==> config.mk <==
export PLATFORM = sky130hd
export DESIGN_NAME = led_matrix_row_scan_shifter_top_flat
export DESIGN_NICKNAME = d
export VERILOG_FILES = /design/src/rtl/lmrss_pkg.sv /design/src/rtl/lmrss_if.sv /design/src/rtl/lmrss_frame_store.sv /design/src/rtl/lmrss_scan_counter.sv /design/src/rtl/led_matrix_row_scan_shifter_top.sv /design/src/flat_wrapper.sv
export VERILOG_INCLUDE_DIRS = /design/src /design/src/rtl
export SDC_FILE = /design/constraint.sdc
export NUM_CORES = 2
export LEC_CHECK = 0
export ABC_AREA = 1
export BUFFER_PORTS_ARGS = -buffer_cell sky130_fd_sc_hd__buf_2
export CORE_AREA = 2 2 372 374
export DETAILED_ROUTE_END_ITERATION = 12
export DIE_AREA = 0 0 374 376
export SYNTH_ARGS = -nofsm -noshare
export SYNTH_HDL_FRONTEND = slang
export SYNTH_SLANG_ARGS = --single-unit
==> constraint.sdc <==
create_clock -name clock -period 13.61 [get_ports clock]
set_clock_uncertainty 0.2 [all_clocks]
set_input_delay 0.6805 -clock clock [delete_from_list [all_inputs] [get_ports clock]]
set_output_delay 0.6805 -clock clock [all_outputs]
set_load 0.02 [all_outputs]
==> src/rtl/led_matrix_row_scan_shifter_top_macros.svh <==
// -----------------------------------------------------------------------------
// LED matrix row-scan shifter assertion macros
// Concurrent check macros used by the top-level RTL file of the block.
// -----------------------------------------------------------------------------
`ifndef LED_MATRIX_ROW_SCAN_SHIFTER_TOP_MACROS_SVH
`define LED_MATRIX_ROW_SCAN_SHIFTER_TOP_MACROS_SVH
`ifndef ASSERT_OFF
// check outside reset
`define LMRSS_ASSERT(lbl, clk, rst, prop, msg) \
   lbl: assert property (@(posedge clk) disable iff (rst) prop) else $error(msg);
// check that also covers reset cycles
`define LMRSS_ASSERT_RST(lbl, clk, prop, msg) \
   lbl: assert property (@(posedge clk) prop) else $error(msg);
`else
`define LMRSS_ASSERT(lbl, clk, rst, prop, msg)
`define LMRSS_ASSERT_RST(lbl, clk, prop, msg)
`endif
`endif

==> src/rtl/lmrss_pkg.sv <==
// -----------------------------------------------------------------------------
// LED matrix row-scan shifter package
// Command codes, fixed field widths and shared types of the scan engine.
// -----------------------------------------------------------------------------
package lmrss_pkg;

   localparam int PIXEL_ADDR_WIDTH = 10;
   localparam int ROW_CODE_WIDTH   = 3;

   localparam logic CMD_WRITE = 1'b0;
   localparam logic CMD_TICK  = 1'b1;

   typedef struct packed {
      logic [ROW_CODE_WIDTH-1:0] row_code;
      logic                      latch_after;
   } scan_info_type;

   typedef enum logic {
      ST_CLEAR,
      ST_RUN
   } store_state_type;

endpackage

==> src/rtl/lmrss_if.sv <==
// -----------------------------------------------------------------------------
// LED matrix row-scan shifter channels
// Valid/ready channels for command transactions and scan results.
// -----------------------------------------------------------------------------
interface lmrss_req_if;
   import lmrss_pkg::*;

   logic                        valid;
   logic                        ready;
   logic                        cmd;
   logic [PIXEL_ADDR_WIDTH-1:0] pixel_addr;
   logic                        pixel_on;

   modport source (output valid, output cmd, output pixel_addr, output pixel_on,
                   input ready);
   modport sink (input valid, input cmd, input pixel_addr, input pixel_on,
                 output ready);
endinterface

interface lmrss_rsp_if;
   import lmrss_pkg::*;

   logic                      valid;
   logic                      ready;
   logic                      serial_bit;
   logic [ROW_CODE_WIDTH-1:0] row_code;
   logic                      latch_after;

   modport source (output valid, output serial_bit, output row_code,
                   output latch_after, input ready);
   modport sink (input valid, input serial_bit, input row_code, input latch_after,
                 output ready);
endinterface

==> src/rtl/lmrss_frame_store.sv <==
// -----------------------------------------------------------------------------
// LED matrix row-scan shifter frame store
// One-bit-per-pixel memory with registered read and a clearing sweep after reset.
// -----------------------------------------------------------------------------
module lmrss_frame_store #(
   parameter int DEPTH  = 1024,
   parameter int ADDR_W = 10
) (
   input  logic              clock,
   input  logic              reset,
   input  logic              wr_en,
   input  logic [ADDR_W-1:0] wr_addr,
   input  logic              wr_data,
   input  logic              rd_en,
   input  logic [ADDR_W-1:0] rd_addr,
   output logic              rd_data,
   output logic              store_ready
);
   import lmrss_pkg::*;

   logic              mem [DEPTH];
   store_state_type   state_ff;
   store_state_type   state_in;
   logic [ADDR_W-1:0] clear_addr_ff;
   logic [ADDR_W-1:0] clear_addr_in;
   logic              clearing;
   logic              clear_last;
   logic              mem_we;
   logic [ADDR_W-1:0] mem_waddr;
   logic              mem_wdata;
   logic              rd_data_ff;

   assign clear_last = (clear_addr_ff == ADDR_W'(DEPTH - 1));

   always_comb begin
      state_in = state_ff;
      case (state_ff)
         ST_CLEAR: begin
            if (clear_last) begin
               state_in = ST_RUN;
            end
         end
         ST_RUN: state_in = ST_RUN;
         default: state_in = ST_CLEAR;
      endcase
   end

   always_comb begin
      clearing    = 1'b0;
      store_ready = 1'b0;
      case (state_ff)
         ST_CLEAR: clearing = 1'b1;
         ST_RUN:   store_ready = 1'b1;
         default:  clearing = 1'b1;
      endcase
   end

   assign clear_addr_in = clearing ? clear_addr_ff + 1'b1 : '0;

   // sweep zeros through the store, then take port writes
   assign mem_we    = clearing | wr_en;
   assign mem_waddr = clearing ? clear_addr_ff : wr_addr;
   assign mem_wdata = clearing ? 1'b0 : wr_data;

   always_ff @(posedge clock) begin
      if (reset) begin
         state_ff      <= ST_CLEAR;
         clear_addr_ff <= '0;
      end else begin
         state_ff      <= state_in;
         clear_addr_ff <= clear_addr_in;
      end
   end

   always_ff @(posedge clock) begin
      if (mem_we) begin
         mem[mem_waddr] <= mem_wdata;
      end
   end

   // hold read data until the next read
   always_ff @(posedge clock) begin
      if (rd_en) begin
         rd_data_ff <= mem[rd_addr];
      end
   end

   assign rd_data = rd_data_ff;

endmodule

==> src/rtl/lmrss_scan_counter.sv <==
// -----------------------------------------------------------------------------
// LED matrix row-scan shifter scan counter
// Pixel, segment and row-group counters with frame store address generation.
// -----------------------------------------------------------------------------
module lmrss_scan_counter #(
   parameter int SEGMENT_WIDTH = 32,
   parameter int ROW_GROUPS    = 8,
   parameter int SEGMENTS      = 4,
   parameter int ADDR_W        = 10
) (
   input  logic                    clock,
   input  logic                    reset,
   input  logic                    advance,
   output logic [ADDR_W-1:0]       rd_addr,
   output lmrss_pkg::scan_info_type info
);
   import lmrss_pkg::*;

   localparam int PIX_W  = (SEGMENT_WIDTH > 1) ? $clog2(SEGMENT_WIDTH) : 1;
   localparam int SEG_W  = (SEGMENTS > 1) ? $clog2(SEGMENTS) : 1;
   localparam int GRP_W  = (ROW_GROUPS > 1) ? $clog2(ROW_GROUPS) : 1;
   localparam int STRIDE = SEGMENT_WIDTH * ROW_GROUPS;

   logic [PIX_W-1:0] pix_ff;
   logic [PIX_W-1:0] pix_in;
   logic [SEG_W-1:0] seg_ff;
   logic [SEG_W-1:0] seg_in;
   logic [GRP_W-1:0] group_ff;
   logic [GRP_W-1:0] group_in;
   logic [PIX_W-1:0] pix_rev;
   logic [SEG_W-1:0] seg_rev;
   logic [GRP_W-1:0] code;
   logic             pix_last;
   logic             seg_last;
   logic             group_last;

   assign pix_last   = (pix_ff == PIX_W'(SEGMENT_WIDTH - 1));
   assign seg_last   = (seg_ff == SEG_W'(SEGMENTS - 1));
   assign group_last = (group_ff == GRP_W'(ROW_GROUPS - 1));

   // segments run from the highest offset down, pixels from the top of the segment
   assign pix_rev = PIX_W'(SEGMENT_WIDTH - 1) - pix_ff;
   assign seg_rev = SEG_W'(SEGMENTS - 1) - seg_ff;

   assign rd_addr = ADDR_W'(seg_rev) * ADDR_W'(STRIDE)
                  + ADDR_W'(group_ff) * ADDR_W'(SEGMENT_WIDTH)
                  + ADDR_W'(pix_rev);

   assign code = (group_ff == '0) ? GRP_W'(ROW_GROUPS - 1) : group_ff - 1'b1;

   assign info.row_code    = ROW_CODE_WIDTH'(code);
   assign info.latch_after = pix_last & seg_last;

   always_comb begin
      pix_in   = pix_ff;
      seg_in   = seg_ff;
      group_in = group_ff;
      if (advance) begin
         pix_in = pix_last ? '0 : pix_ff + 1'b1;
         if (pix_last) begin
            seg_in = seg_last ? '0 : seg_ff + 1'b1;
            if (seg_last) begin
               group_in = group_last ? '0 : group_ff + 1'b1;
            end
         end
      end
   end

   always_ff @(posedge clock) begin
      if (reset) begin
         pix_ff   <= '0;
         seg_ff   <= '0;
         group_ff <= '0;
      end else begin
         pix_ff   <= pix_in;
         seg_ff   <= seg_in;
         group_ff <= group_in;
      end
   end

endmodule

==> src/rtl/led_matrix_row_scan_shifter_top.sv <==
// -----------------------------------------------------------------------------
// LED matrix row-scan shifter top level
// A tick transaction's result passes the frame store read register, then
// the output register, which holds it while rsp ready is low.
// Throughput: one transaction per cycle while the result side keeps up;
// writes give no result.
// Reset: counters clear at once; the frame store sweeps zeros through all
// SEGMENTS*SEGMENT_WIDTH*ROW_GROUPS locations (1024 by default) with req ready low.
// -----------------------------------------------------------------------------
`include "led_matrix_row_scan_shifter_top_macros.svh"

module led_matrix_row_scan_shifter_top #(
   parameter int SEGMENT_WIDTH = 32,
   parameter int ROW_GROUPS    = 8,
   parameter int SEGMENTS      = 4
) (
   input logic         clock,
   input logic         reset,
   lmrss_req_if.sink   req_ch,
   lmrss_rsp_if.source rsp_ch
);
   import lmrss_pkg::*;

   localparam int FRAME_PIXELS = SEGMENTS * SEGMENT_WIDTH * ROW_GROUPS;
   localparam int ADDR_W       = $clog2(FRAME_PIXELS);
   localparam int CMP_W        = ((ADDR_W > PIXEL_ADDR_WIDTH) ? ADDR_W : PIXEL_ADDR_WIDTH) + 1;

   logic                      store_ready;
   logic                      store_rd_data;
   logic [ADDR_W-1:0]         scan_addr;
   scan_info_type             scan_info;
   logic                      req_fire;
   logic                      tick_accept;
   logic                      write_accept;
   logic                      addr_in_range;
   logic                      out_free;
   logic                      s1_valid_ff;
   logic                      s1_valid_in;
   scan_info_type             s1_info_ff;
   logic                      rsp_valid_ff;
   logic                      rsp_valid_in;
   logic                      serial_bit_ff;
   logic [ROW_CODE_WIDTH-1:0] row_code_ff;
   logic                      latch_after_ff;

   assign out_free     = ~rsp_valid_ff | rsp_ch.ready;
   assign req_ch.ready = store_ready & (~s1_valid_ff | out_free);
   assign req_fire     = req_ch.valid & req_ch.ready;
   assign tick_accept  = req_fire & (req_ch.cmd == CMD_TICK);
   assign write_accept = req_fire & (req_ch.cmd == CMD_WRITE);

   // drop writes beyond the store
   assign addr_in_range = CMP_W'(req_ch.pixel_addr) < CMP_W'(FRAME_PIXELS);

   lmrss_frame_store #(
      .DEPTH  (FRAME_PIXELS),
      .ADDR_W (ADDR_W)
   ) u_store (
      .clock       (clock),
      .reset       (reset),
      .wr_en       (write_accept & addr_in_range),
      .wr_addr     (ADDR_W'(req_ch.pixel_addr)),
      .wr_data     (req_ch.pixel_on),
      .rd_en       (tick_accept),
      .rd_addr     (scan_addr),
      .rd_data     (store_rd_data),
      .store_ready (store_ready)
   );

   lmrss_scan_counter #(
      .SEGMENT_WIDTH (SEGMENT_WIDTH),
      .ROW_GROUPS    (ROW_GROUPS),
      .SEGMENTS      (SEGMENTS),
      .ADDR_W        (ADDR_W)
   ) u_scan (
      .clock   (clock),
      .reset   (reset),
      .advance (tick_accept),
      .rd_addr (scan_addr),
      .info    (scan_info)
   );

   always_comb begin
      s1_valid_in = s1_valid_ff;
      if (tick_accept) begin
         s1_valid_in = 1'b1;
      end else if (s1_valid_ff && out_free) begin
         s1_valid_in = 1'b0;
      end
   end

   always_comb begin
      rsp_valid_in = rsp_valid_ff;
      if (s1_valid_ff && out_free) begin
         rsp_valid_in = 1'b1;
      end else if (rsp_ch.ready) begin
         rsp_valid_in = 1'b0;
      end
   end

   always_ff @(posedge clock) begin
      if (reset) begin
         s1_valid_ff  <= 1'b0;
         rsp_valid_ff <= 1'b0;
      end else begin
         s1_valid_ff  <= s1_valid_in;
         rsp_valid_ff <= rsp_valid_in;
      end
   end

   always_ff @(posedge clock) begin
      if (tick_accept) begin
         s1_info_ff <= scan_info;
      end
   end

   // advance the read stage into the output register
   always_ff @(posedge clock) begin
      if (s1_valid_ff && out_free) begin
         serial_bit_ff  <= store_rd_data;
         row_code_ff    <= s1_info_ff.row_code;
         latch_after_ff <= s1_info_ff.latch_after;
      end
   end

   assign rsp_ch.valid       = rsp_valid_ff;
   assign rsp_ch.serial_bit  = serial_bit_ff;
   assign rsp_ch.row_code    = row_code_ff;
   assign rsp_ch.latch_after = latch_after_ff;

   `LMRSS_ASSERT(a_tick_enters_read_stage, clock, reset, tick_accept |=> s1_valid_ff, "tick transaction did not enter the read stage")
   `LMRSS_ASSERT(a_read_data_held, clock, reset, (s1_valid_ff && !out_free) |=> (store_rd_data == $past(store_rd_data)), "read data changed while the read stage was stalled")
   `LMRSS_ASSERT(a_no_accept_while_clearing, clock, reset, !store_ready |-> !req_fire, "transaction accepted during the store clear")
   `LMRSS_ASSERT_RST(a_reset_empties_pipe, clock, reset |=> (!s1_valid_ff && !rsp_valid_ff), "pipeline not empty after reset")

endmodule
==> src/flat_wrapper.sv <==
// flat-port wrapper written by rule: the top's interface ports become plain ports
module led_matrix_row_scan_shifter_top_flat import lmrss_pkg::*;
#(
   parameter int SEGMENT_WIDTH = 32,
   parameter int ROW_GROUPS    = 8,
   parameter int SEGMENTS      = 4
)
  (clock, reset, req_ch_valid, req_ch_cmd, req_ch_pixel_addr, req_ch_pixel_on, req_ch_ready, rsp_ch_valid, rsp_ch_serial_bit, rsp_ch_row_code, rsp_ch_latch_after, rsp_ch_ready);
  lmrss_req_if req_ch_i ();
  lmrss_rsp_if rsp_ch_i ();
  input logic clock;
  input logic reset;
  input wire logic [$bits(req_ch_i.valid)-1:0] req_ch_valid;
  input wire logic [$bits(req_ch_i.cmd)-1:0] req_ch_cmd;
  input wire logic [$bits(req_ch_i.pixel_addr)-1:0] req_ch_pixel_addr;
  input wire logic [$bits(req_ch_i.pixel_on)-1:0] req_ch_pixel_on;
  output wire logic [$bits(req_ch_i.ready)-1:0] req_ch_ready;
  output wire logic [$bits(rsp_ch_i.valid)-1:0] rsp_ch_valid;
  output wire logic [$bits(rsp_ch_i.serial_bit)-1:0] rsp_ch_serial_bit;
  output wire logic [$bits(rsp_ch_i.row_code)-1:0] rsp_ch_row_code;
  output wire logic [$bits(rsp_ch_i.latch_after)-1:0] rsp_ch_latch_after;
  input wire logic [$bits(rsp_ch_i.ready)-1:0] rsp_ch_ready;
  assign req_ch_i.valid = req_ch_valid;
  assign req_ch_i.cmd = req_ch_cmd;
  assign req_ch_i.pixel_addr = req_ch_pixel_addr;
  assign req_ch_i.pixel_on = req_ch_pixel_on;
  assign req_ch_ready = req_ch_i.ready;
  assign rsp_ch_valid = rsp_ch_i.valid;
  assign rsp_ch_serial_bit = rsp_ch_i.serial_bit;
  assign rsp_ch_row_code = rsp_ch_i.row_code;
  assign rsp_ch_latch_after = rsp_ch_i.latch_after;
  assign rsp_ch_i.ready = rsp_ch_ready;
  led_matrix_row_scan_shifter_top #(.SEGMENT_WIDTH(SEGMENT_WIDTH), .ROW_GROUPS(ROW_GROUPS), .SEGMENTS(SEGMENTS)) u_core (.clock(clock), .reset(reset), .req_ch(req_ch_i), .rsp_ch(rsp_ch_i));
endmodule
==> metrics.cfg <==
[status]
status = complete, no violations

[global_routing]
first_global_vias = 33170
grt_max_degree = 299
grt_pass1_wl_mm = 209.5
grt_antenna_before_repair = 5
grtUsageTotal = 0.1961
overflow = 0

[cts]
cts_root_buffer = clkbuf_16
cts_sinks = 1057
cts_resized = 0
cts_tree = built
numCtsBuffers = 112
htree_levels = 3
hold_buffers = 0
clk_path_buf_depth = 3
post_cts_buffers = 0
clk_pin_slew_worst_paths_ns = 0.06
clock_latency_ns = 0.71

[routing]
vias_per_cell = 5.357
vias = 35130
dr.pass1.iters = 6
route.detailed.drc = 0
wl_mm = 141.4
final_antenna_net_count = 0
wl_per_cell_um = 21.56
drtIter0Drc = 4761

[run]
maxCapViolations = 0

[critical_path]
critPathLaunchType = flip-flop
path_class = reg -> reg
rr_worst_depth = 16
path_max_fanout = 81
startpoint = u_core.u_scan.pix_ff[0]
r2r-start = u_core.u_scan.pix_ff[0]
setup.worst_path.end = u_core.u_store.rd_data
critPathArrivalTime_ns = 5.54
r2r_end = u_core.u_store.rd_data
required_ns = 13.86
reg2reg_slack_ns = 8.32
crit_path_end_kind = flip-flop

[sta]
finalSetupTns_ns = 0
hold_viol = 0
rsz0062_at_grt = no
setup_viol = 0
fmax_mhz = 189.1
whs_ns = 0.06288
drv_slew = 0
tightest_slew_ns = 1.248
timing.final.crit_share = 0.3886
finalWorstSetupSlack_ns = 8.322
fin_crit_ns = 5.288
slew_headroom = 0.1678

[power]
ir_drop_v = 0.0001115
power.total_mw = 6.558
clkPwrFrac = 0.456
power.share.switching = 0.2024
power_frac_seq = 0.537
p_leak_nw = 17.07
p_int_mw = 5.230
power_switching_mw = 1.328
power_density_mw_per_mm2 = 125.1
combPwrFrac = 0.007

[placed_design]
dp_hpwl_mm = 66.97
dp_slack_ns = 8.492
dp.cells = 6346
gp_congestion = 0.8016
io_buffer_count = 22

[floorplan]
initial_utilization = 0.3475
die_w_um = 374
io_pins = 23
die_area_mm2 = 0.1406
core-area_mm2 = 0.1366
dieHeight_um = 376
std_cell_rows = 136

[final_layout]
drive_above_1_share = 0.06993
post_layout_nonfiller_instances = 6557
fin_nets = 4690
syn2layout_area_growth_pct = 10.43
num-fill-cells = 13520

[worst_hold_path]
hold_start = rsp_ch_ready
hp-class = in -> reg

[synthesis]
ys_warn_count = 0
ys_seq_elements = 1057
synthCells = 4862
syn_nets = 4886
yosysSeqAreaShare = 0.6635
synth.distinct_cells = 28
synthesis.area_mm2 = 0.04749
avgSynthCellArea_um2 = 9.767

[layer usage]
layer  up-vias  track usage  routed length, um
met5         -            0                  0
met4         0      0.06417               4589
met3       269      0.03081              11750
met2      1473       0.3228              66330
met1     17440       0.2649              58690
li1      15940            -                  -
[state kept, by name, indices dropped and copies added (netlist names)]
signal,count
u_core.u_store.mem,1024
u_core.u_store.clear_addr_ff,10
u_core.u_scan.pix_ff,5
u_core.s1_info_ff,4
u_core.rsp_ch.row_code,3
u_core.u_scan.group_ff,3
u_core.u_scan.seg_ff,2
u_core.rsp_ch.latch_after,1
u_core.rsp_ch.serial_bit,1
u_core.rsp_ch.valid,1
u_core.s1_valid_ff,1
u_core.u_store.rd_data,1
u_core.u_store.state_ff,1
[cells by family (layout without fill, tap and decap cells)]
logic type      Yosys count  count (layout)  share of synthesized area
fa+ha+maj                 8               8                   0.002108
buf+inv                 511             411                    0.04347
xor+xnor                  2               2                  0.0003689
simple gates           3031            3031                     0.2609
flops                  1057            1057                     0.6635
compound gates          253             253                    0.02961
other cells               0               1                          0
[cell type report]
cell class	count	area (um^2)	area share
Sequential cell	1057	31520	0.6011
Inverter	111	437.9	0.008351
Clock buffer	139	2957	0.05638
Timing Repair Buffer	90	683.2	0.01303
Tap cell	1794	2245	0.04280
Clock inverter	71	600.6	0.01145
Antenna cell	1	2.502	0.00004772
Multi-Input combinational cell	3294	13990	0.2668
[layout by cell type, fill, tap and decap left out, types with 30 or more instances in the layout]
master     synthesis  routed
a21oi_1           81      81
nand2_1         1006     984
nand2_2            8      30
o211ai_1          43      43
inv_1             90      86
nand3_1          723     721
clkbuf_16          0     114
nor2_1          1254    1253
clkinv_1           3      31
edfxtp_1        1034    1034
buf_4              1      63
o21ai_0          117     117
[worst max-delay path, cell delays in order, from the launching register on]
cell	delay [ns]
dfxtp_4	0.95
buf_4	0.85
buf_4	0.79
buf_4	0.71
a21oi_1	0.14
o21ai_0	0.12
o211ai_1	0.12
nand3_1	0.12
nand3_1	0.13
nand3_1	0.14
nand2_1	0.06
nand2_1	0.08
nand2_1	0.07
nand2_1	0.16
nand2_1	0.07
inv_1	0.06
nand2_1	0.05
[metrics by stage]
stage,instance area (um^2),utilization
floorplan,47490,-
global placement,48880,0.3577
detailed placement,48880,0.3577
CTS,52440,0.3838
global route,52440,0.3838
finish,52440,0.3838
[power groups by stage]
stage	clock (mW)	sequential, mW	combinational [mW]
2_1_floorplan	0	3.59	0.0223
3_3_place_gp	0	3.59	0.0458
3_5_place_dp	0	3.59	0.0457
4_1_cts	3.03	3.52	0.0457
5_1_grt	3.15	3.52	0.0476
6_report	2.99	3.52	0.0460
[worst min path at each step]
stage                     depth (start not counted)  slack [ns]                   endpoint
after floorplan                                   0        0.20  u_core.rsp_ch.latch_after
after global placement                            0        0.23  u_core.rsp_ch.latch_after
after detailed placement                          0        0.23  u_core.rsp_ch.latch_after
after CTS                                         4        0.02        u_core.rsp_ch.valid
after global routing                              4        0.06        u_core.rsp_ch.valid
final                                             4        0.06        u_core.rsp_ch.valid
[cell usage after synthesis]
cell type,n,area [um^2]
nor2_1,1254,4707
edfxtp_1,1034,31050
nand2_1,1006,3776
nand3_1,723,3618
clkbuf_1,222,833.3
o21ai_0,117,585.6
buf_2,108,540.5
inv_1,90,337.8
a21oi_1,81,405.4
buf_1,68,255.2
o211ai_1,43,322.8
dfxtp_1,23,460.4
inv_2,18,67.56
nor2_2,16,100.1
nor3_1,10,50.05
ha_1,8,100.1
nand2_2,8,50.05
or2_1,7,43.79
o21ai_2,6,52.55
a211oi_1,4,30.03
or2_2,4,25.02
clkinv_1,3,11.26
nand4_1,2,12.51
o21ai_1,2,10.01
xor2_1,2,17.52
buf_4,1,7.510
buf_6,1,11.26
or2_0,1,6.260
No activity file was read; power rests on OpenSTA's default activity.
